[src/rtl/core/quantized_pixel_rle_encoder_unit_macros.svh]
// assertion macros shared by the quantized pixel rle encoder rtl
// expects signals named clk and rst_n in the scope where a macro is used
`ifndef QUANTIZED_PIXEL_RLE_ENCODER_UNIT_MACROS_SVH
`define QUANTIZED_PIXEL_RLE_ENCODER_UNIT_MACROS_SVH

// same-cycle implication, off while in reset
`define QPRLE_ASSERT_IMP(lbl, ante, cons, msg) \
  lbl: assert property (@(posedge clk) disable iff (!rst_n) (ante) |-> (cons)) \
    else $error(msg);

// next-cycle implication, off while in reset
`define QPRLE_ASSERT_NXT(lbl, ante, cons, msg) \
  lbl: assert property (@(posedge clk) disable iff (!rst_n) (ante) |=> (cons)) \
    else $error(msg);

// implication after a fixed number of cycles, off while in reset
`define QPRLE_ASSERT_DLY(lbl, ante, dly, cons, msg) \
  lbl: assert property (@(posedge clk) disable iff (!rst_n) (ante) |-> ##dly (cons)) \
    else $error(msg);

`endif

[src/rtl/core/qprle_pkg.sv]
// shared types and constants of the quantized pixel rle encoder
// no dependencies; every other rtl module and interface imports this package
package qprle_pkg;

  localparam int CHAN_W          = 8;   // bits per channel and per run count
  localparam int NUM_CHAN        = 4;   // channel fields carried on the ports
  localparam int ACT_W           = 3;   // width of the active channel register
  localparam int CFG_IDX_W       = 2;
  localparam int CFG_DATA_W      = 8;
  localparam int MAX_CHANNELS_DEF = 4;
  localparam int OQ_DEPTH_DEF    = 4;   // result queue entries, at least 2

  localparam logic [CHAN_W-1:0] COUNT_LIMIT = 8'd255;

  // configuration register indexes
  localparam logic [CFG_IDX_W-1:0] CFG_QUANT_STEP = 2'd0;
  localparam logic [CFG_IDX_W-1:0] CFG_ACTIVE_CH  = 2'd1;

  localparam logic [CHAN_W-1:0] QUANT_STEP_RST = 8'd1;
  localparam logic [ACT_W-1:0]  ACTIVE_CH_RST  = 3'd4;

  typedef logic [NUM_CHAN-1:0][CHAN_W-1:0] chan_arr_t;

  typedef struct packed {
    logic [CHAN_W-1:0] count;
    chan_arr_t         chan;
    logic              last;
  } rec_t;

  typedef struct packed {
    logic load;   // capture raw value, step and active flag
    logic step;   // one remainder iteration
  } lane_ctl_t;

  typedef struct packed {
    logic en;     // quantized pixel is ready, update the run
    logic eof;    // flush after this pixel
  } merge_ctl_t;

  typedef struct packed {
    logic [1:0] n;     // records pushed this cycle, 0..2
    rec_t       rec0;  // first record in order
    rec_t       rec1;  // second record, valid when n is 2
  } push_t;

endpackage

[src/rtl/core/qprle_pix_if.sv]
// pixel request channel: valid/ready plus the raw channel fields
// depends on qprle_pkg
interface qprle_pix_if import qprle_pkg::*; ();
  logic              valid;
  logic              ready;
  logic [CHAN_W-1:0] chan0_in;
  logic [CHAN_W-1:0] chan1_in;
  logic [CHAN_W-1:0] chan2_in;
  logic [CHAN_W-1:0] chan3_in;
  logic              end_of_frame;

  modport source (output valid, chan0_in, chan1_in, chan2_in, chan3_in, end_of_frame,
                  input ready);
  modport sink   (input valid, chan0_in, chan1_in, chan2_in, chan3_in, end_of_frame,
                  output ready);
endinterface

[src/rtl/core/qprle_rec_if.sv]
// run record channel: valid/ready plus the record fields
// depends on qprle_pkg
interface qprle_rec_if import qprle_pkg::*; ();
  logic              valid;
  logic              ready;
  logic [CHAN_W-1:0] run_count;
  logic [CHAN_W-1:0] run_chan0;
  logic [CHAN_W-1:0] run_chan1;
  logic [CHAN_W-1:0] run_chan2;
  logic [CHAN_W-1:0] run_chan3;
  logic              last_record;

  modport source (output valid, run_count, run_chan0, run_chan1, run_chan2, run_chan3,
                  last_record, input ready);
  modport sink   (input valid, run_count, run_chan0, run_chan1, run_chan2, run_chan3,
                  last_record, output ready);
endinterface

[src/rtl/core/qprle_cfg_if.sv]
// configuration write channel: valid/ready, register index and data
// depends on qprle_pkg
interface qprle_cfg_if import qprle_pkg::*; ();
  logic                  valid;
  logic                  ready;
  logic [CFG_IDX_W-1:0]  addr;
  logic [CFG_DATA_W-1:0] data;

  modport source (output valid, addr, data, input ready);
  modport sink   (input valid, addr, data, output ready);
endinterface

[src/rtl/core/quantized_pixel_rle_encoder_unit.sv]
// top level of the quantized pixel run-length encoder
// depends on qprle_pkg, the three channel interfaces, qprle_lane, qprle_merge, qprle_outq
// and the assertion macro header
//
// Takes one pixel of up to four 8-bit channels per request, rounds each active
// channel down to a multiple of quant_step and extends or closes the current run.
// A closed run and, on end_of_frame, the flushed final run (last_record set) come
// out as records of run count plus quantized channels, inactive channels as zero;
// a pixel gives zero, one or two records, in that order. Each pixel is taken in,
// then runs through restoring remainder in the channel lanes (one quotient bit per
// cycle, all lanes in parallel), then the run tracker merges the lanes and queues
// the records; the next pixel is accepted only once the merge is done. Records
// wait in a small queue, so pixels keep flowing while the result side stalls, as
// long as the queue has room for two records. A quant_step of 0 acts as 1;
// active_channels of 0 acts as 1 and values above MAX_CHANNELS saturate.
// Configuration must be written by the user only while no pixel is in flight; the block does not enforce it.
`include "quantized_pixel_rle_encoder_unit_macros.svh"

module quantized_pixel_rle_encoder_unit import qprle_pkg::*; #(
  parameter int MAX_CHANNELS = MAX_CHANNELS_DEF,
  parameter int OQ_DEPTH     = OQ_DEPTH_DEF
) (
  input  logic        clk,
  input  logic        rst_n,
  qprle_pix_if.sink   in_ch,
  qprle_rec_if.source out_ch,
  qprle_cfg_if.sink   cfg_ch
);

  localparam int ITER_W = $clog2(CHAN_W);
  localparam int LAT    = CHAN_W + 1;   // accept edge to merge edge

  typedef enum logic [2:0] {
    ST_IDLE  = 3'b001,
    ST_CALC  = 3'b010,
    ST_MERGE = 3'b100
  } state_t;

  state_t            state_r, state_nxt;
  logic [ITER_W-1:0] iter_r, iter_nxt;
  logic              eof_r, eof_nxt;
  logic [CHAN_W-1:0] quant_step_r, quant_step_nxt;
  logic [ACT_W-1:0]  active_ch_r, active_ch_nxt;

  logic [CHAN_W-1:0] step_eff;
  logic [ACT_W-1:0]  act_min1;
  logic [ACT_W-1:0]  act_eff;
  logic              in_req;
  logic              room2;
  logic              head_valid;
  rec_t              head;
  chan_arr_t         raw;
  chan_arr_t         q;
  lane_ctl_t         lane_ctl;
  merge_ctl_t        merge_ctl;
  push_t             push;

  // configuration registers, always ready
  assign cfg_ch.ready = 1'b1;

  always_comb begin
    quant_step_nxt = quant_step_r;
    active_ch_nxt  = active_ch_r;
    if (cfg_ch.valid) begin
      case (cfg_ch.addr)
        CFG_QUANT_STEP: quant_step_nxt = cfg_ch.data;
        CFG_ACTIVE_CH:  active_ch_nxt  = cfg_ch.data[ACT_W-1:0];
        default: ;
      endcase
    end
  end

  // effective step and channel count after the special cases
  assign step_eff = (quant_step_r == '0) ? CHAN_W'(1) : quant_step_r;
  assign act_min1 = (active_ch_r == '0) ? ACT_W'(1) : active_ch_r;
  assign act_eff  = (act_min1 > ACT_W'(MAX_CHANNELS)) ? ACT_W'(MAX_CHANNELS) : act_min1;

  // one pixel at a time; need room for a closed run plus a flush
  assign in_ch.ready = (state_r == ST_IDLE) && room2;
  assign in_req      = in_ch.valid && in_ch.ready;

  always_comb begin
    state_nxt = state_r;
    iter_nxt  = iter_r;
    eof_nxt   = eof_r;
    lane_ctl  = '0;
    merge_ctl = '0;
    case (state_r)
      ST_IDLE: begin
        if (in_req) begin
          lane_ctl.load = 1'b1;
          eof_nxt       = in_ch.end_of_frame;
          iter_nxt      = '0;
          state_nxt     = ST_CALC;
        end
      end
      ST_CALC: begin
        lane_ctl.step = 1'b1;
        iter_nxt      = iter_r + 1'b1;
        if (iter_r == ITER_W'(CHAN_W - 1)) state_nxt = ST_MERGE;
      end
      ST_MERGE: begin
        merge_ctl.en  = 1'b1;
        merge_ctl.eof = eof_r;
        state_nxt     = ST_IDLE;
      end
      default: state_nxt = ST_IDLE;
    endcase
  end

  always_ff @(posedge clk) begin
    if (!rst_n) begin
      state_r      <= ST_IDLE;
      iter_r       <= '0;
      eof_r        <= 1'b0;
      quant_step_r <= QUANT_STEP_RST;
      active_ch_r  <= ACTIVE_CH_RST;
    end else begin
      state_r      <= state_nxt;
      iter_r       <= iter_nxt;
      eof_r        <= eof_nxt;
      quant_step_r <= quant_step_nxt;
      active_ch_r  <= active_ch_nxt;
    end
  end

  assign raw[0] = in_ch.chan0_in;
  assign raw[1] = in_ch.chan1_in;
  assign raw[2] = in_ch.chan2_in;
  assign raw[3] = in_ch.chan3_in;

  // channel lanes; channels past MAX_CHANNELS are always zero
  for (genvar c = 0; c < NUM_CHAN; c++) begin : g_lane
    if (c < MAX_CHANNELS) begin : g_on
      qprle_lane u_lane (
        .clk     (clk),
        .ctl     (lane_ctl),
        .v_in    (raw[c]),
        .step_in (step_eff),
        .act_in  (ACT_W'(c) < act_eff),
        .q_out   (q[c])
      );
    end else begin : g_off
      assign q[c] = '0;
    end
  end

  // run tracker merges the lanes
  qprle_merge #(
    .MAX_CHANNELS (MAX_CHANNELS)
  ) u_merge (
    .clk   (clk),
    .rst_n (rst_n),
    .ctl   (merge_ctl),
    .q_in  (q),
    .push  (push)
  );

  // record queue decouples the result side
  qprle_outq #(
    .DEPTH (OQ_DEPTH)
  ) u_outq (
    .clk        (clk),
    .rst_n      (rst_n),
    .push       (push),
    .pop        (out_ch.valid && out_ch.ready),
    .head       (head),
    .head_valid (head_valid),
    .room2      (room2)
  );

  assign out_ch.valid       = head_valid;
  assign out_ch.run_count   = head.count;
  assign out_ch.run_chan0   = head.chan[0];
  assign out_ch.run_chan1   = head.chan[1];
  assign out_ch.run_chan2   = head.chan[2];
  assign out_ch.run_chan3   = head.chan[3];
  assign out_ch.last_record = head.last;

  // queue space reserved at accept must still be there at merge
  `QPRLE_ASSERT_IMP(a_merge_room, state_r == ST_MERGE, room2, "record queue overflow")
  // a pixel reaches the merge a fixed number of cycles after acceptance
  `QPRLE_ASSERT_DLY(a_merge_lat, in_req, LAT, state_r == ST_MERGE, "merge latency broken")
  // merge lasts exactly one cycle
  `QPRLE_ASSERT_NXT(a_merge_once, state_r == ST_MERGE, state_r == ST_IDLE, "merge repeated")
  // records are pushed only during merge
  `QPRLE_ASSERT_IMP(a_push_merge, state_r != ST_MERGE, push.n == 2'd0, "stray record push")

endmodule

[src/rtl/core/qprle_lane.sv]
// one channel lane: quantizes v down to a multiple of step
// restoring remainder, one bit per cycle; depends on qprle_pkg
module qprle_lane import qprle_pkg::*; (
  input  logic              clk,
  input  lane_ctl_t         ctl,
  input  logic [CHAN_W-1:0] v_in,
  input  logic [CHAN_W-1:0] step_in,
  input  logic              act_in,
  output logic [CHAN_W-1:0] q_out
);

  logic [CHAN_W-1:0] orig_r, orig_nxt;
  logic [CHAN_W-1:0] shf_r, shf_nxt;
  logic [CHAN_W-1:0] rem_r, rem_nxt;
  logic [CHAN_W-1:0] step_r, step_nxt;
  logic              act_r, act_nxt;
  logic [CHAN_W:0]   cand;

  always_comb begin
    orig_nxt = orig_r;
    shf_nxt  = shf_r;
    rem_nxt  = rem_r;
    step_nxt = step_r;
    act_nxt  = act_r;
    cand     = {rem_r, shf_r[CHAN_W-1]};
    if (ctl.load) begin
      orig_nxt = v_in;
      shf_nxt  = v_in;
      rem_nxt  = '0;
      step_nxt = step_in;
      act_nxt  = act_in;
    end else if (ctl.step) begin
      shf_nxt = {shf_r[CHAN_W-2:0], 1'b0};
      if (cand >= {1'b0, step_r}) begin
        rem_nxt = CHAN_W'(cand - {1'b0, step_r});
      end else begin
        rem_nxt = cand[CHAN_W-1:0];
      end
    end
  end

  always_ff @(posedge clk) begin
    orig_r <= orig_nxt;
    shf_r  <= shf_nxt;
    rem_r  <= rem_nxt;
    step_r <= step_nxt;
    act_r  <= act_nxt;
  end

  // valid once all bits have been shifted through
  assign q_out = act_r ? (orig_r - rem_r) : '0;

endmodule

[src/rtl/core/qprle_merge.sv]
// run tracker: compares the lanes with the held run and builds records
// depends on qprle_pkg
module qprle_merge import qprle_pkg::*; #(
  parameter int MAX_CHANNELS = MAX_CHANNELS_DEF
) (
  input  logic       clk,
  input  logic       rst_n,
  input  merge_ctl_t ctl,
  input  chan_arr_t  q_in,
  output push_t      push
);

  logic [MAX_CHANNELS-1:0][CHAN_W-1:0] held_r, held_nxt;
  logic [CHAN_W-1:0]                   count_r, count_nxt;
  logic                                open_r, open_nxt;

  chan_arr_t         held_full;
  chan_arr_t         mid_full;
  logic              same;
  logic              extend;
  logic              close_emit;
  logic [CHAN_W-1:0] mid_count;
  rec_t              rec_close;
  rec_t              rec_flush;

  for (genvar c = 0; c < NUM_CHAN; c++) begin : g_full
    if (c < MAX_CHANNELS) begin : g_held
      assign held_full[c] = held_r[c];
    end else begin : g_zero
      assign held_full[c] = '0;
    end
  end

  always_comb begin
    same = 1'b1;
    for (int c = 0; c < NUM_CHAN; c++) begin
      if (q_in[c] != held_full[c]) same = 1'b0;
    end
    extend     = open_r && same && (count_r != COUNT_LIMIT);
    close_emit = open_r && !extend;
    mid_full   = extend ? held_full : q_in;
    mid_count  = extend ? count_r + 1'b1 : CHAN_W'(1);

    rec_close.count = count_r;
    rec_close.chan  = held_full;
    rec_close.last  = 1'b0;
    rec_flush.count = mid_count;
    rec_flush.chan  = mid_full;
    rec_flush.last  = 1'b1;

    push.n    = ctl.en ? (2'(close_emit) + 2'(ctl.eof)) : 2'd0;
    push.rec0 = close_emit ? rec_close : rec_flush;
    push.rec1 = rec_flush;

    held_nxt  = held_r;
    count_nxt = count_r;
    open_nxt  = open_r;
    if (ctl.en) begin
      if (ctl.eof) begin
        held_nxt  = '0;
        count_nxt = '0;
        open_nxt  = 1'b0;
      end else begin
        for (int c = 0; c < MAX_CHANNELS; c++) held_nxt[c] = mid_full[c];
        count_nxt = mid_count;
        open_nxt  = 1'b1;
      end
    end
  end

  always_ff @(posedge clk) begin
    if (!rst_n) begin
      held_r  <= '0;
      count_r <= '0;
      open_r  <= 1'b0;
    end else begin
      held_r  <= held_nxt;
      count_r <= count_nxt;
      open_r  <= open_nxt;
    end
  end

endmodule

[src/rtl/core/qprle_outq.sv]
// small record queue, takes up to two records a cycle, gives one
// depends on qprle_pkg
module qprle_outq import qprle_pkg::*; #(
  parameter int DEPTH = OQ_DEPTH_DEF
) (
  input  logic  clk,
  input  logic  rst_n,
  input  push_t push,
  input  logic  pop,
  output rec_t  head,
  output logic  head_valid,
  output logic  room2
);

  localparam int PTR_W = (DEPTH > 1) ? $clog2(DEPTH) : 1;
  localparam int CNT_W = $clog2(DEPTH + 1);

  rec_t             mem_r [DEPTH];
  logic [PTR_W-1:0] wr_r, wr_nxt;
  logic [PTR_W-1:0] rd_r, rd_nxt;
  logic [CNT_W-1:0] cnt_r, cnt_nxt;
  logic [PTR_W-1:0] wr_p1;

  function automatic logic [PTR_W-1:0] inc_ptr(input logic [PTR_W-1:0] p);
    logic [PTR_W-1:0] r;
    if (p == PTR_W'(DEPTH - 1)) r = '0;
    else r = p + 1'b1;
    return r;
  endfunction

  assign wr_p1 = inc_ptr(wr_r);

  always_comb begin
    wr_nxt = wr_r;
    rd_nxt = rd_r;
    if (push.n == 2'd1) wr_nxt = wr_p1;
    else if (push.n == 2'd2) wr_nxt = inc_ptr(wr_p1);
    if (pop) rd_nxt = inc_ptr(rd_r);
    cnt_nxt = cnt_r + CNT_W'(push.n) - CNT_W'(pop);
  end

  always_ff @(posedge clk) begin
    if (!rst_n) begin
      wr_r  <= '0;
      rd_r  <= '0;
      cnt_r <= '0;
    end else begin
      wr_r  <= wr_nxt;
      rd_r  <= rd_nxt;
      cnt_r <= cnt_nxt;
    end
  end

  always_ff @(posedge clk) begin
    if (push.n != 2'd0) mem_r[wr_r] <= push.rec0;
    if (push.n == 2'd2) mem_r[wr_p1] <= push.rec1;
  end

  assign head       = mem_r[rd_r];
  assign head_valid = (cnt_r != '0);
  assign room2      = (cnt_r <= CNT_W'(DEPTH - 2));

endmodule
[src/flat_wrapper.sv]
// flat-port wrapper written by rule: the top's interface ports become plain ports
module quantized_pixel_rle_encoder_unit_flat import qprle_pkg::*;
#(
  parameter int MAX_CHANNELS = MAX_CHANNELS_DEF,
  parameter int OQ_DEPTH     = OQ_DEPTH_DEF
)
  (clk, rst_n, in_ch_valid, in_ch_chan0_in, in_ch_chan1_in, in_ch_chan2_in, in_ch_chan3_in, in_ch_end_of_frame, in_ch_ready, out_ch_valid, out_ch_run_count, out_ch_run_chan0, out_ch_run_chan1, out_ch_run_chan2, out_ch_run_chan3, out_ch_last_record, out_ch_ready, cfg_ch_valid, cfg_ch_addr, cfg_ch_data, cfg_ch_ready);
  qprle_pix_if in_ch_i ();
  qprle_rec_if out_ch_i ();
  qprle_cfg_if cfg_ch_i ();
  input  logic clk;
  input  logic rst_n;
  input wire logic [$bits(in_ch_i.valid)-1:0] in_ch_valid;
  input wire logic [$bits(in_ch_i.chan0_in)-1:0] in_ch_chan0_in;
  input wire logic [$bits(in_ch_i.chan1_in)-1:0] in_ch_chan1_in;
  input wire logic [$bits(in_ch_i.chan2_in)-1:0] in_ch_chan2_in;
  input wire logic [$bits(in_ch_i.chan3_in)-1:0] in_ch_chan3_in;
  input wire logic [$bits(in_ch_i.end_of_frame)-1:0] in_ch_end_of_frame;
  output wire logic [$bits(in_ch_i.ready)-1:0] in_ch_ready;
  output wire logic [$bits(out_ch_i.valid)-1:0] out_ch_valid;
  output wire logic [$bits(out_ch_i.run_count)-1:0] out_ch_run_count;
  output wire logic [$bits(out_ch_i.run_chan0)-1:0] out_ch_run_chan0;
  output wire logic [$bits(out_ch_i.run_chan1)-1:0] out_ch_run_chan1;
  output wire logic [$bits(out_ch_i.run_chan2)-1:0] out_ch_run_chan2;
  output wire logic [$bits(out_ch_i.run_chan3)-1:0] out_ch_run_chan3;
  output wire logic [$bits(out_ch_i.last_record)-1:0] out_ch_last_record;
  input wire logic [$bits(out_ch_i.ready)-1:0] out_ch_ready;
  input wire logic [$bits(cfg_ch_i.valid)-1:0] cfg_ch_valid;
  input wire logic [$bits(cfg_ch_i.addr)-1:0] cfg_ch_addr;
  input wire logic [$bits(cfg_ch_i.data)-1:0] cfg_ch_data;
  output wire logic [$bits(cfg_ch_i.ready)-1:0] cfg_ch_ready;
  assign in_ch_i.valid = in_ch_valid;
  assign in_ch_i.chan0_in = in_ch_chan0_in;
  assign in_ch_i.chan1_in = in_ch_chan1_in;
  assign in_ch_i.chan2_in = in_ch_chan2_in;
  assign in_ch_i.chan3_in = in_ch_chan3_in;
  assign in_ch_i.end_of_frame = in_ch_end_of_frame;
  assign in_ch_ready = in_ch_i.ready;
  assign out_ch_valid = out_ch_i.valid;
  assign out_ch_run_count = out_ch_i.run_count;
  assign out_ch_run_chan0 = out_ch_i.run_chan0;
  assign out_ch_run_chan1 = out_ch_i.run_chan1;
  assign out_ch_run_chan2 = out_ch_i.run_chan2;
  assign out_ch_run_chan3 = out_ch_i.run_chan3;
  assign out_ch_last_record = out_ch_i.last_record;
  assign out_ch_i.ready = out_ch_ready;
  assign cfg_ch_i.valid = cfg_ch_valid;
  assign cfg_ch_i.addr = cfg_ch_addr;
  assign cfg_ch_i.data = cfg_ch_data;
  assign cfg_ch_ready = cfg_ch_i.ready;
  quantized_pixel_rle_encoder_unit #(.MAX_CHANNELS(MAX_CHANNELS), .OQ_DEPTH(OQ_DEPTH)) u_core (.clk(clk), .rst_n(rst_n), .in_ch(in_ch_i), .out_ch(out_ch_i), .cfg_ch(cfg_ch_i));
endmodule
[config.mk]
export PLATFORM = sky130hd
export DESIGN_NAME = quantized_pixel_rle_encoder_unit_flat
export DESIGN_NICKNAME = d
export VERILOG_FILES = /design/src/rtl/core/qprle_pkg.sv /design/src/rtl/core/qprle_pix_if.sv /design/src/rtl/core/qprle_rec_if.sv /design/src/rtl/core/qprle_cfg_if.sv /design/src/rtl/core/quantized_pixel_rle_encoder_unit.sv /design/src/rtl/core/qprle_lane.sv /design/src/rtl/core/qprle_merge.sv /design/src/rtl/core/qprle_outq.sv /design/src/flat_wrapper.sv
export VERILOG_INCLUDE_DIRS = /design/src /design/src/rtl/core
export SDC_FILE = /design/constraint.sdc
export NUM_CORES = 1
export LEC_CHECK = 0
export BUFFER_PORTS_ARGS = -buffer_cell sky130_fd_sc_hd__buf_4
export CORE_ASPECT_RATIO = 0.8
export CORE_MARGIN = 2
export CORE_UTILIZATION = 45
export CTS_BUF_LIST = sky130_fd_sc_hd__clkbuf_4 sky130_fd_sc_hd__clkbuf_8
export DETAILED_ROUTE_END_ITERATION = 10
export PLACE_DENSITY = 0.68
export SYNTH_ARGS = -nofsm -noshare
export SYNTH_HDL_FRONTEND = slang
export SYNTH_SLANG_ARGS = --single-unit
[constraint.sdc]
create_clock -name clk -period 8.2 [get_ports clk]
set_clock_uncertainty 0.2 [all_clocks]
set_input_delay 0.82 -clock clk [delete_from_list [all_inputs] [get_ports clk]]
set_output_delay 0.82 -clock clk [all_outputs]
set_load 0.01 [all_outputs]
Word-level counts from Yosys, hierarchy flattened
Memory sizes are Yosys's and may differ from the RTL's. A register that Yosys moved wholly into a read port is not among the register bits.
Cells that the tools add are included.
{ "op_classes": {"n_lt_le_gt_ge": 10, "addsub": 16, "eq_ne": 17, "muxes": 49, "n_reduce_logical": 20} }
{ "ops": {"columns": ["operator", "n"], "rows": [
  ["$mux W8", 18],
  ["$mux W32", 2],
  ["$sub A8 B8 Y8", 8],
  ["$mux W41", 1],
  ["$ge A9 B8 Y1", 4],
  ["$ne A8 B8 Y1", 4],
  ["$mux W2", 9],
  ["$mux W3", 5],
  ["$mux W1", 12],
  ["$pmux W3 S2", 2],
  ["$reduce_and A2 Y1", 5],
  ["$add A8 B1 Y8 const B", 1],
  ["$eq A2 B2 Y1 const B", 4],
  ["$logic_not A8 Y1", 1],
  ["$ne A8 B8 Y1 const B", 1],
  ["$reduce_bool A2 Y1", 4],
  ["$add A2 B1 Y2 const B", 3],
  ["$eq A3 B3 Y1 const B", 2],
  ["$logic_and A1 B1 Y1", 6],
  ["$lt A1 B3 Y1 const A", 2],
  ["$lt A2 B3 Y1 const A", 2],
  ["$eq A2 B1 Y1 const B", 2],
  ["$ne A2 B1 Y1 const B", 2],
  ["$add A3 B1 Y3 const B", 1],
  ["11 further kinds", 11]
]} }
{ "word_totals": {"reg_bits": 174, "word_cells": 144, "out_inout_bits": 44, "inputBits": 48, "mem_bits_rw": 164, "mem_count": 1} }
{ "mem_list": {"columns": ["memory", "depth", "width", "rd", "rd_ports_with_merged_regs", "wr", "line", "source"], "rows": [
  ["u_core.u_outq.mem_r", 4, 41, 1, 1, 2, "qprle_outq.sv:18", "rec_t mem_r [DEPTH];"]
]} }

Depth between registers and ports, before layout
Gate-level depths: netlist of run 1.
{ "depth": {"ltp_word": 16, "mapped_depth": 25, "mapped_depth_nobuf": 21} }

Cells and area by module
From an unflattened synthesis of run 1, not the netlist that was laid out.
{ "hier_totals": {"cells_unflattened": 1762, "hier_area_um2": 20769.9} }
{ "modules_own_cells": {"columns": ["module", "area_each_um2", "seq_area_each_um2", "instances", "cells_each"], "rows": [
  ["qprle_outq", 8528.2, 5104.9, 1, 455],
  ["qprle_lane (u_core.g_lane[0].g_on.u_lane ...)", 2077.0, 910.9, 3, 203],
  ["qprle_merge", 3084.2, 820.8, 1, 414],
  ["qprle_lane (u_core.g_lane[2].g_on.u_lane)", 2072.0, 910.9, 1, 197],
  ["quantized_pixel_rle_encoder_unit", 854.6, 360.3, 1, 87]
]} }

Worst setup path before layout of run 1
Ideal clock, no wire load.
{ "synth_path": {"kind": "register to register", "startpoint": "register u_core.g_lane[1].g_on.u_lane.orig_r[0]", "endpoint": "memory u_core.u_outq.mem_r[0][33] (netlist name) (data pin)", "stages_incl_launch_ff": 23, "arrival_time_ns": 5.891, "period_less_slack_ns": 6.248, "setup_time_ns": 0.157, "slack_ns": 1.952, "required_time_ns": 7.843, "n_path_buf": 4, "path_cell_list": "edfxtp_1 -> inv_1 -> ha_1 -> fa_1 -> nand2b_1 -> a2111oi_0 -> a211oi_2 -> xnor2_1 -> a221o_1 -> nor4_2 -> nand4b_2 -> and2_1 -> buf_2 -> buf_6 -> ha_1 -> nand2_1 -> ha_1 -> clkbuf_1 -> a21oi_1 -> inv_1 -> clkbuf_1 -> o21ai_0 -> a31oi_1"} }
{ "synth_lines": {"columns": ["element", "line", "source"], "rows": [
  ["start, declared", "qprle_lane.sv:12", "logic [CHAN_W-1:0] orig_r, orig_nxt;"],
  ["start signal, assigned", "qprle_lane.sv:43", "orig_r <= orig_nxt;"],
  ["end, declared", "qprle_outq.sv:18", null]
]} }

==> reports/results.ini, run 1 <==
[routing]
vias_per_cell = 5.98
ant_nets = 0
drc = 0
drt_wl_total_um = 51600
drtIter0Drc = 1666
vias = 14700
wl_per_cell_um = 20.9
first_pass_iters = 6

[floorplan]
die_y_um = 186
start_util_pct = 45.7
io_pins = 92
core_sq_mm = 0.0408
die_w_um = 232
num_rows = 66
dieArea_sq_mm = 0.0431

[synth]
synth_top_area_share_pct = 38.0
synth-seq-cells = 340
synth_cell_types = 75
yosys_warnings = 0
syn_avg_cell_area_sq_um = 10.2
synth-edff-count = 236
synth_cells = 1826
synth_area_sq_mm = 0.0187
synth_ff_type = edfxtp_1
ys_top_cells_by_area = edfxtp_1, dfxtp_1, nand2_1, ha_1, mux4_2
yosysSeqAreaShare_pct = 49.1
synth-async-reset-ratio_pct = 0
synth_top_cell_by_area = edfxtp_1

[outcome]
status = completed

[clock_network]
clkLatencyLatePin_ps = 600
cts_made_buffers = 54
clockBufferDepth = 3
clkTransAtPathRegs_ps = 70
post-cts-setup-buffers = 0
cts_root_buf = clkbuf_8
postCtsResizedCells = 0
holdBufCountCts = 0
htreeDepth = 2
cts_tree = built
cts.sinks = 340

[critical_path]
r2r_setup_slack_ps = 1070
arrival_ps = 7270
worstSetupStartpointType = flop
critPathRequiredTime_ps = 8340
path_max_fanout = 45
end_kind = flop
crit_type = reg -> reg

[global_routing]
grt-ovfl-total = 0
track_usage_pct = 23.9
grt_max_degree = 75
antenna_found_initial = 1
grt_pass1_wl_um = 79200
first_global_vias = 14100

[finish]
drive_above_1_share_pct = 15.0
fin_nets = 2013
mostFrequentLayoutCells = nand2_1, edfxtp_1, o21ai_0
syn2layout_area_growth_pct = 11.7
fillers = 3682
final_common_cell = nand2_1

[power_and_ir_drop]
total_leakage_power_nw = 8.01
pwr-share-clk_pct = 30.4
ir_worst_vdd_mv = 0.111
internal-power_mw = 3.38
pwr-share-seq_pct = 41.2
p_per_area_mw_per_mm2 = 238
p_comb_share_pct = 28.5
power.switching_mw = 1.57
power_mw = 4.95
p_sw_share_pct = 31.8

[timing]
fmax_mhz = 140
drv_slew = 0
worstMarginPinSlew_ps = 1110
fin_crit_sh_pct = 86.9
slew_headroom_pct = 25.5
fin_setup_tns_ps = 0
setup_viol = 0
hold_violations = 0
min_period_ps = 7130
rsz0062_at_grt = false

[place]
portBuffers = 90
hpwl_um = 35400
gp_congestion = 0.918

[job]
cap_violations = 0

[hold_path]
hp-class = in -> reg

per-layer routing:
layer	wire length [um]	vias up	global-route usage [%]
li1	-	6787	-
met1	22800	7128	34.2
met2	22800	730	37.0
met3	4810	80	4.73
met4	1140	0	6.56
met5	0	-	0
worst max-delay path, stage by stage (launching register included):
cell	delay (ps)
edfxtp_1	320
inv_1	50
ha_1	210
fa_1	450
nand2b_1	190
a211o_1	260
a211oi_1	700
xor2_1	150
nand3_1	190
nor4_1	80
nand4b_2	120
buf_4	400
and2_1	790
ha_1	380
nand2_1	140
ha_1	280
nor2_1	90
a21oi_1	580
inv_2	520
buf_4	410
a41o_1	290
stage by stage:
step / cells / utilization [%] / hold slack, ps / instance area, sq um / setup WS, ps
final: 2464 / 51.1 / 207 / 20800 / 1070
after global routing: 2463 / 51.1 / 172 / 20800 / 810
after CTS: 2463 / 51.1 / 164 / 20800 / 1140
after detailed placement: 2365 / 48.4 / 253 / 19700 / 1160
after global placement: 2365 / 48.4 / 250 / 19700 / 1280
after floorplan: 1827 / - / 235 / 18700 / 1950
final cells by class:
cell class / instances / area [sq um] / area share [%]
clock buffer: 82 / 978 / 4.69
antenna: 1 / 2.50 / 0.0120
sequential: 340 / 9170 / 44.0
multi-input combinational: 1284 / 8720 / 41.8
tap: 544 / 681 / 3.26
inverter: 82 / 308 / 1.48
timing repair buffer: 115 / 863 / 4.14
clock inverter: 16 / 125 / 0.600
final timing paths:
check                                                            start                                     end  cells after the start
worst max-delay path            u_core.g_lane[0].g_on.u_lane.orig_r[0]              u_core.u_outq.mem_r[3][37]                     20
worst min-delay path                                 in_ch_chan3_in[2]  u_core.g_lane[3].g_on.u_lane.orig_r[2]                      1
worst max register to register  u_core.g_lane[0].g_on.u_lane.orig_r[0]              u_core.u_outq.mem_r[3][37]                     20
worst min register to register                  u_core.quant_step_r[2]  u_core.g_lane[0].g_on.u_lane.step_r[2]                      0
registers in the layout (all words and copies together) (netlist names), 8 cells and up, named ones only:
signal                            count
u_core.u_merge.held_full             32
u_core.g_lane.g_on.u_lane.orig_r     32
u_core.quant_step_r                   8
u_core.g_lane.g_on.u_lane.shf_r      32
u_core.u_merge.count_r                8
u_core.u_outq.mem_r                 164
u_core.g_lane.g_on.u_lane.step_r      8
u_core.g_lane.g_on.u_lane.rem_r      32
cells in the mapped netlist, types with 24 or more instances:
| cell type | number |
|---|---|
| xor2_1 | 24 |
| inv_1 | 81 |
| o21ai_0 | 161 |
| ha_1 | 79 |
| mux4_2 | 41 |
| edfxtp_1 | 236 |
| clkbuf_1 | 101 |
| nand2b_1 | 39 |
| nor2_1 | 124 |
| a21oi_1 | 96 |
| xnor2_1 | 26 |
| dfxtp_1 | 104 |
| nand3_1 | 34 |
| nand2_1 | 267 |
| mux2i_1 | 36 |
power groups by stage:
stage	Sequential [mW]	Clock (mW)	Combinational (mW)
floorplan	2.05	0	0.929
global placement	2.07	0	1.38
detailed placement	2.08	0	1.41
CTS	2.04	1.53	1.42
global route	2.05	1.61	1.54
finish	2.04	1.50	1.41
cell families after synthesis:
family	after synthesis	share of synthesized area [%]
mux	87	7.48
fa+ha+maj	88	6.26
flops	340	49.1
simple gates	625	16.0
buf+inv	203	4.17
other cells	1	0.0201
xor+xnor	50	2.35
compound gates	432	14.6
(Power assumes the default switching activity.)
==> run 2: changes to the inputs <==
clock period = 9.2 ns   (was 8.2 ns; I/O delays follow)
==> reports/results.ini, run 2 (synthesis gave the netlist of run 1 again) <==
[outcome]
status = completed  ; unchanged

[routing]
ant_nets = 0  ; unchanged
drt_wl_total_um = 51300  ; was 51600 um
drc = 0  ; unchanged
vias = 14700  ; about the same
drtIter0Drc = 1656  ; was 1666
vias_per_cell = 5.97  ; was 5.98
wl_per_cell_um = 20.8  ; was 20.9 um
first_pass_iters = 6  ; unchanged

[global_routing]
antenna_found_initial = 0  ; was 1
grt_max_degree = 75  ; unchanged
track_usage_pct = 24.0  ; was 23.9%
grt-ovfl-total = 0  ; unchanged
grt_pass1_wl_um = 80400  ; was 79200 um
first_global_vias = 14200  ; was 14100

[power_and_ir_drop]
pwr-share-seq_pct = 40.6  ; was 41.2%
ir_worst_vdd_mv = 0.116  ; was 0.111 mV
pwr-share-clk_pct = 31.2  ; was 30.4%
p_sw_share_pct = 32.3  ; was 31.8%
p_per_area_mw_per_mm2 = 214  ; was 238 mW/mm^2
total_leakage_power_nw = 8.02  ; was 8.01 nW
power_mw = 4.48  ; was 4.95 mW
power.switching_mw = 1.45  ; was 1.57 mW
p_comb_share_pct = 28.2  ; was 28.5%
internal-power_mw = 3.03  ; was 3.38 mW

[place]
portBuffers = 90  ; unchanged
gp_congestion = 0.894  ; was 0.918
dp_cells = 2363  ; was 2365
hpwl_um = 34600  ; was 35400 um
place_area_sq_mm = 0.0197  ; about the same

[floorplan]
num_rows = 66  ; unchanged
start_util_pct = 45.7  ; unchanged
die_y_um = 186  ; unchanged
core_sq_mm = 0.0408  ; unchanged
dieArea_sq_mm = 0.0431  ; unchanged
die_w_um = 232  ; unchanged
io_pins = 92  ; unchanged

[critical_path]
critPathRequiredTime_ps = 9370  ; was 8340 ps
crit_buf_inv = 3  ; was 4
worstSetupStartpointType = flop  ; unchanged
reg2reg_depth = 19  ; was 20
path_delay_family = simple AND/OR/NAND/NOR gates  ; was compound AO/OA/AOI/OAI gates
end_kind = flop  ; unchanged
path_max_fanout = 45  ; unchanged
slowest_delay_ps = 1140  ; was 790 ps
crit_cells = 19  ; was 20
slowest_stage = and2_1  ; unchanged
crit_type = reg -> reg  ; unchanged
arrival_ps = 7200  ; was 7270 ps
worstPathCellList = inv_1, ha_1, fa_1, nor2b_1, o21ai_0, a211oi_1, xnor2_1, o2111ai_1, nor4_1, nand4b_2, buf_4, and2_1, ha_1, nand2_1, ha_1, nand2_1, and2_1, buf_4, o21ai_0  ; was inv_1, ha_1, fa_1, nand2b_1, a211o_1, a211oi_1, xor2_1, nand3_1, nor4_1, nand4b_2, buf_4, and2_1, ha_1, nand2_1, ha_1, nor2_1, a21oi_1, inv_2, buf_4, a41o_1
cpMostUsedCell = ha_1  ; unchanged

[finish]
syn2layout_area_growth_pct = 12.0  ; was 11.7%
regMostFlops = u_core.u_outq.mem_r  ; unchanged
final_cells = 2467  ; was 2464
final_common_cell = nand2_1  ; unchanged
final_cell_area_sq_mm = 0.0209  ; was 0.0208 sq mm
diodes = 0  ; was 1
fin_nets = 2013  ; unchanged
mostFrequentLayoutCells = nand2_1, edfxtp_1, o21ai_0  ; unchanged
drive_above_1_share_pct = 14.9  ; was 15.0%
largest_register_ffs = 164  ; unchanged

[timing]
drv_slew = 0  ; unchanged
worstMarginPinSlew_ps = 1400  ; was 1110 ps
fmax_mhz = 142  ; was 140 MHz
rsz0062_at_grt = false  ; unchanged
hold_violations = 0  ; unchanged
min_period_ps = 7040  ; was 7130 ps
fin_setup_tns_ps = 0  ; unchanged
setup_viol = 0  ; unchanged
slew_headroom_pct = 6.53  ; was 25.5%
fin_hold_ws_ps = 263  ; was 207 ps
fin_crit_sh_pct = 76.5  ; was 86.9%

[hold_path]
hp-class = reg -> reg  ; was in -> reg
hold_path_depth = 0  ; was 1

[clock_network]
cts_made_buffers = 56  ; was 54
clkLatencyLatePin_ps = 640  ; was 600 ps
cts_tree = built  ; unchanged
clkTransAtPathRegs_ps = 70  ; about the same
clockBufferDepth = 3  ; unchanged
post-cts-setup-buffers = 0  ; unchanged
holdBufCountCts = 0  ; unchanged
cts_root_buf = clkbuf_8  ; unchanged
htreeDepth = 2  ; unchanged
postCtsResizedCells = 0  ; unchanged
cts.sinks = 340  ; unchanged

[job]
cap_violations = 0  ; unchanged

-- run 2: changes by cell type in the layout (fill, tap and decap cells not counted), moves of 2 or more --
cell and change:
clkbuf_4 -15, buf_4 -2, clkinvlp_4 +3, clkinv_2 +8, bufinv_16 +2, clkinv_1 +6
-- run 2: power by group through the flow --
stage	clock (mW)	combinational, mW	sequential, mW
4_1_cts	1.42	1.26	1.82
5_1_grt	1.48	1.39	1.83
3_5_place_dp	0	1.26	1.85
2_1_floorplan	0	0.828	1.82
3_3_place_gp	0	1.24	1.85
6_report	1.39	1.26	1.82
-- run 2: routing by layer --
layer / vias to the layer above / wire (um) / track usage (%)
li1: 6796 / - / -
met1: 7197 / 22800 / 34.5
met2: 653 / 22600 / 37.3
met3: 93 / 4750 / 4.35
met4: 0 / 1210 / 6.87
met5: - / 0 / 0
-- run 2: worst paths after layout --
check                                          from                                     end  slack [ps]
min reg2reg                  u_core.quant_step_r[4]  u_core.g_lane[0].g_on.u_lane.step_r[4]         260
max reg2reg  u_core.g_lane[2].g_on.u_lane.orig_r[0]              u_core.u_outq.mem_r[0][31]        2160
min                          u_core.quant_step_r[4]  u_core.g_lane[0].g_on.u_lane.step_r[4]         260
max          u_core.g_lane[2].g_on.u_lane.orig_r[0]              u_core.u_outq.mem_r[0][31]        2160
-- run 2: final cells by class --
| class | instances | area (sq um) |
|---|---|---|
| Fill cell | 3693 | 19900 |
| Sequential cell | 340 | 9170 |
| Multi-Input combinational cell | 1284 | 8720 |
| Clock buffer | 68 | 880 |
| Timing Repair Buffer | 113 | 848 |
| Tap cell | 544 | 681 |
| Inverter | 82 | 308 |
| Clock inverter | 36 | 287 |
-- run 2: stage by stage --
| stage | util [%] | setup slack, ps |
|---|---|---|
| floorplan | - | 2950 |
| global placement | 48.4 | 2440 |
| detailed placement | 48.4 | 2270 |
| CTS | 51.2 | 2250 |
| global route | 51.2 | 1640 |
| finish | 51.2 | 2160 |
==> run 3: changes to the inputs <==
PLACE_DENSITY = 0.7   (was 0.68)
clock period = 6 ns   (was 9.2 ns; I/O delays follow)
==> reports/results.ini, run 3 (synthesis gave the netlist of run 1 again) <==
[timing]
min_period_ps = 5670  ; was 7040 ps
setup_viol = 0  ; unchanged
fin_setup_tns_ps = 0  ; unchanged
fmax_mhz = 176  ; was 142 MHz
fin_crit_sh_pct = 94.4  ; was 76.5%
worstMarginPinSlew_ps = 1090  ; was 1400 ps
slew_headroom_pct = 26.8  ; was 6.53%
rsz0062_at_grt = false  ; unchanged
hold_violations = 0  ; unchanged
drv_slew = 0  ; unchanged
fin_hold_ws_ps = 72.1  ; was 263 ps

[global_routing]
met1_usage_pct = 33.9  ; was 34.5%
grt_pass1_wl_um = 80100  ; was 80400 um
grt-ovfl-total = 0  ; unchanged
busiest_layer = met2  ; unchanged
grt.met2_usage_pct = 37.0  ; was 37.3%
antenna_found_initial = 0  ; unchanged
track_usage_pct = 23.9  ; was 24.0%
first_global_vias = 14300  ; was 14200
grt_max_degree = 75  ; unchanged
grt_util_met3_pct = 5.42  ; was 4.35%

[finish]
mostFrequentLayoutCells = nand2_1, edfxtp_1, o21ai_0  ; unchanged
drive_above_1_share_pct = 16.2  ; was 14.9%
regArea_sq_mm = 0.00917  ; unchanged
diodes = 0  ; unchanged
fin_nets = 2085  ; was 2013
largest_register_ffs = 164  ; unchanged
syn2layout_area_growth_pct = 16.0  ; was 12.0%
fillers = 3600  ; was 3693
final_cell_area_sq_mm = 0.0216  ; was 0.0209 sq mm
regMostFlops = u_core.u_outq.mem_r  ; unchanged
multi_input_area_sq_mm = 0.00874  ; was 0.00872 sq mm
final_common_cell = nand2_1  ; unchanged

[place]
hpwl_um = 34500  ; was 34600 um
place_area_sq_mm = 0.0200  ; was 0.0197 sq mm
portBuffers = 90  ; unchanged
gp_congestion = 0.905  ; was 0.894

[job]
cap_violations = 0  ; unchanged

[clock_network]
cts.sinks = 340  ; unchanged
cts_tree = built  ; unchanged
cts_root_buf = clkbuf_8  ; unchanged
clockBufferDepth = 3  ; unchanged
cts_made_buffers = 55  ; was 56
clkLatencyLatePin_ps = 630  ; was 640 ps
clkTransAtPathRegs_ps = 60  ; was 70 ps
htreeDepth = 2  ; unchanged

[floorplan]
num_rows = 66  ; unchanged
die_w_um = 232  ; unchanged
core_sq_mm = 0.0408  ; unchanged
die_y_um = 186  ; unchanged
start_util_pct = 45.7  ; unchanged
io_pins = 92  ; unchanged
dieArea_sq_mm = 0.0431  ; unchanged

[routing]
first_pass_iters = 5  ; was 6
drtIter0Drc = 1460  ; was 1656
drt_wl_total_um = 51400  ; was 51300 um
vias_per_cell = 5.87  ; was 5.97
ant_nets = 0  ; unchanged
vias = 14900  ; was 14700
wl_per_cell_um = 20.2  ; was 20.8 um
drc = 0  ; unchanged

[critical_path]
worstPathCellList = inv_1, ha_1, fa_1, xnor2_1, o32ai_1, o22ai_1, nor4_1, nand4_1, nor4_1, nand4b_2, and2_1, ha_1, nand2_1, ha_1, nand2_1, and2_1, clkinvlp_4, nand3_1, a21oi_1, a21o_1  ; was inv_1, ha_1, fa_1, nor2b_1, o21ai_0, a211oi_1, xnor2_1, o2111ai_1, nor4_1, nand4b_2, buf_4, and2_1, ha_1, nand2_1, ha_1, nand2_1, and2_1, buf_4, o21ai_0
slowest_delay_ps = 650  ; was 1140 ps
path_max_fanout = 9  ; was 45
cpMostUsedCell = ha_1  ; unchanged
slowest_stage = fa_1  ; was and2_1
arrival_ps = 5830  ; was 7200 ps
end_kind = flop  ; unchanged
worstSetupStartpointType = flop  ; unchanged
crit_type = reg -> reg  ; unchanged
critPathRequiredTime_ps = 6160  ; was 9370 ps

[power_and_ir_drop]
total_leakage_power_nw = 8.38  ; was 8.02 nW
power_mw = 6.94  ; was 4.48 mW
p_per_area_mw_per_mm2 = 321  ; was 214 mW/mm^2
ir_worst_vdd_mv = 0.167  ; was 0.116 mV

[outcome]
status = completed  ; unchanged

[hold_path]
hp-class = in -> reg  ; was reg -> reg

-- run 3: metrics by stage --
step | util [%] | setup slack (ps) | cells
2_1_floorplan | - | 78.6 | 1827
3_3_place_gp | 49.0 | 438 | 2393
3_5_place_dp | 49.0 | 324 | 2393
4_1_cts | 52.9 | 276 | 2537
5_1_grt | 53.1 | 73.8 | 2540
6_report | 53.1 | 334 | 2540
-- run 3: report_power, final --
group | total (mW) | internal, mW | switching (mW)
clock | 2.15 | 1.20 | 0.955
combinational | 2.00 | 0.836 | 1.17
sequential | 2.79 | 2.70 | 0.0846
total | 6.94 | 4.73 | 2.21
-- run 3: what timing repair did --
action | CTS | global route
endpoints found under the hold margin | 43 | 0
setup buffers | 0 | 3
hold buffers | 40 | 0
resized for setup | 0 | 8
endpoints found under the setup margin | 0 | 40
-- run 3: critical path: cells and delay by family (launching register included) --
family	cells	cell delay (ps)
AO/OA/AOI/OAI	4	900
XOR/XNOR	1	90
buffers and inverters	2	360
flip-flops	1	330
adder cells (fa/ha/maj)	4	1480
AND/OR/NAND/NOR	9	2060
-- run 3: path summary, 6_finish.rpt --
path	start	to	slack [ps]	cells after the start
setup / recovery	u_core.g_lane[0].g_on.u_lane.orig_r[0]	u_core.u_outq.mem_r[1][36]	330	20
setup reg to reg	u_core.g_lane[0].g_on.u_lane.orig_r[0]	u_core.u_outq.mem_r[1][36]	330	20
hold / removal	rst_n	u_core.active_ch_r[2]	70	2
hold reg to reg	u_core.quant_step_r[7]	u_core.g_lane[0].g_on.u_lane.step_r[7]	270	0
-- run 3: area by class of cell --
class	count	area share (%)
Sequential cell	340	42.4
Multi-Input combinational cell	1284	40.4
Timing Repair Buffer	186	7.14
Clock buffer	83	4.81
Tap cell	544	3.14
Inverter	82	1.44
Clock inverter	21	0.699
-- run 3: layer usage --
metal	part of all wire (%)	vias up
met5	0	-
met4	2.0	0
met3	9.4	89
met2	45	690
met1	44	7202
li1	-	6941
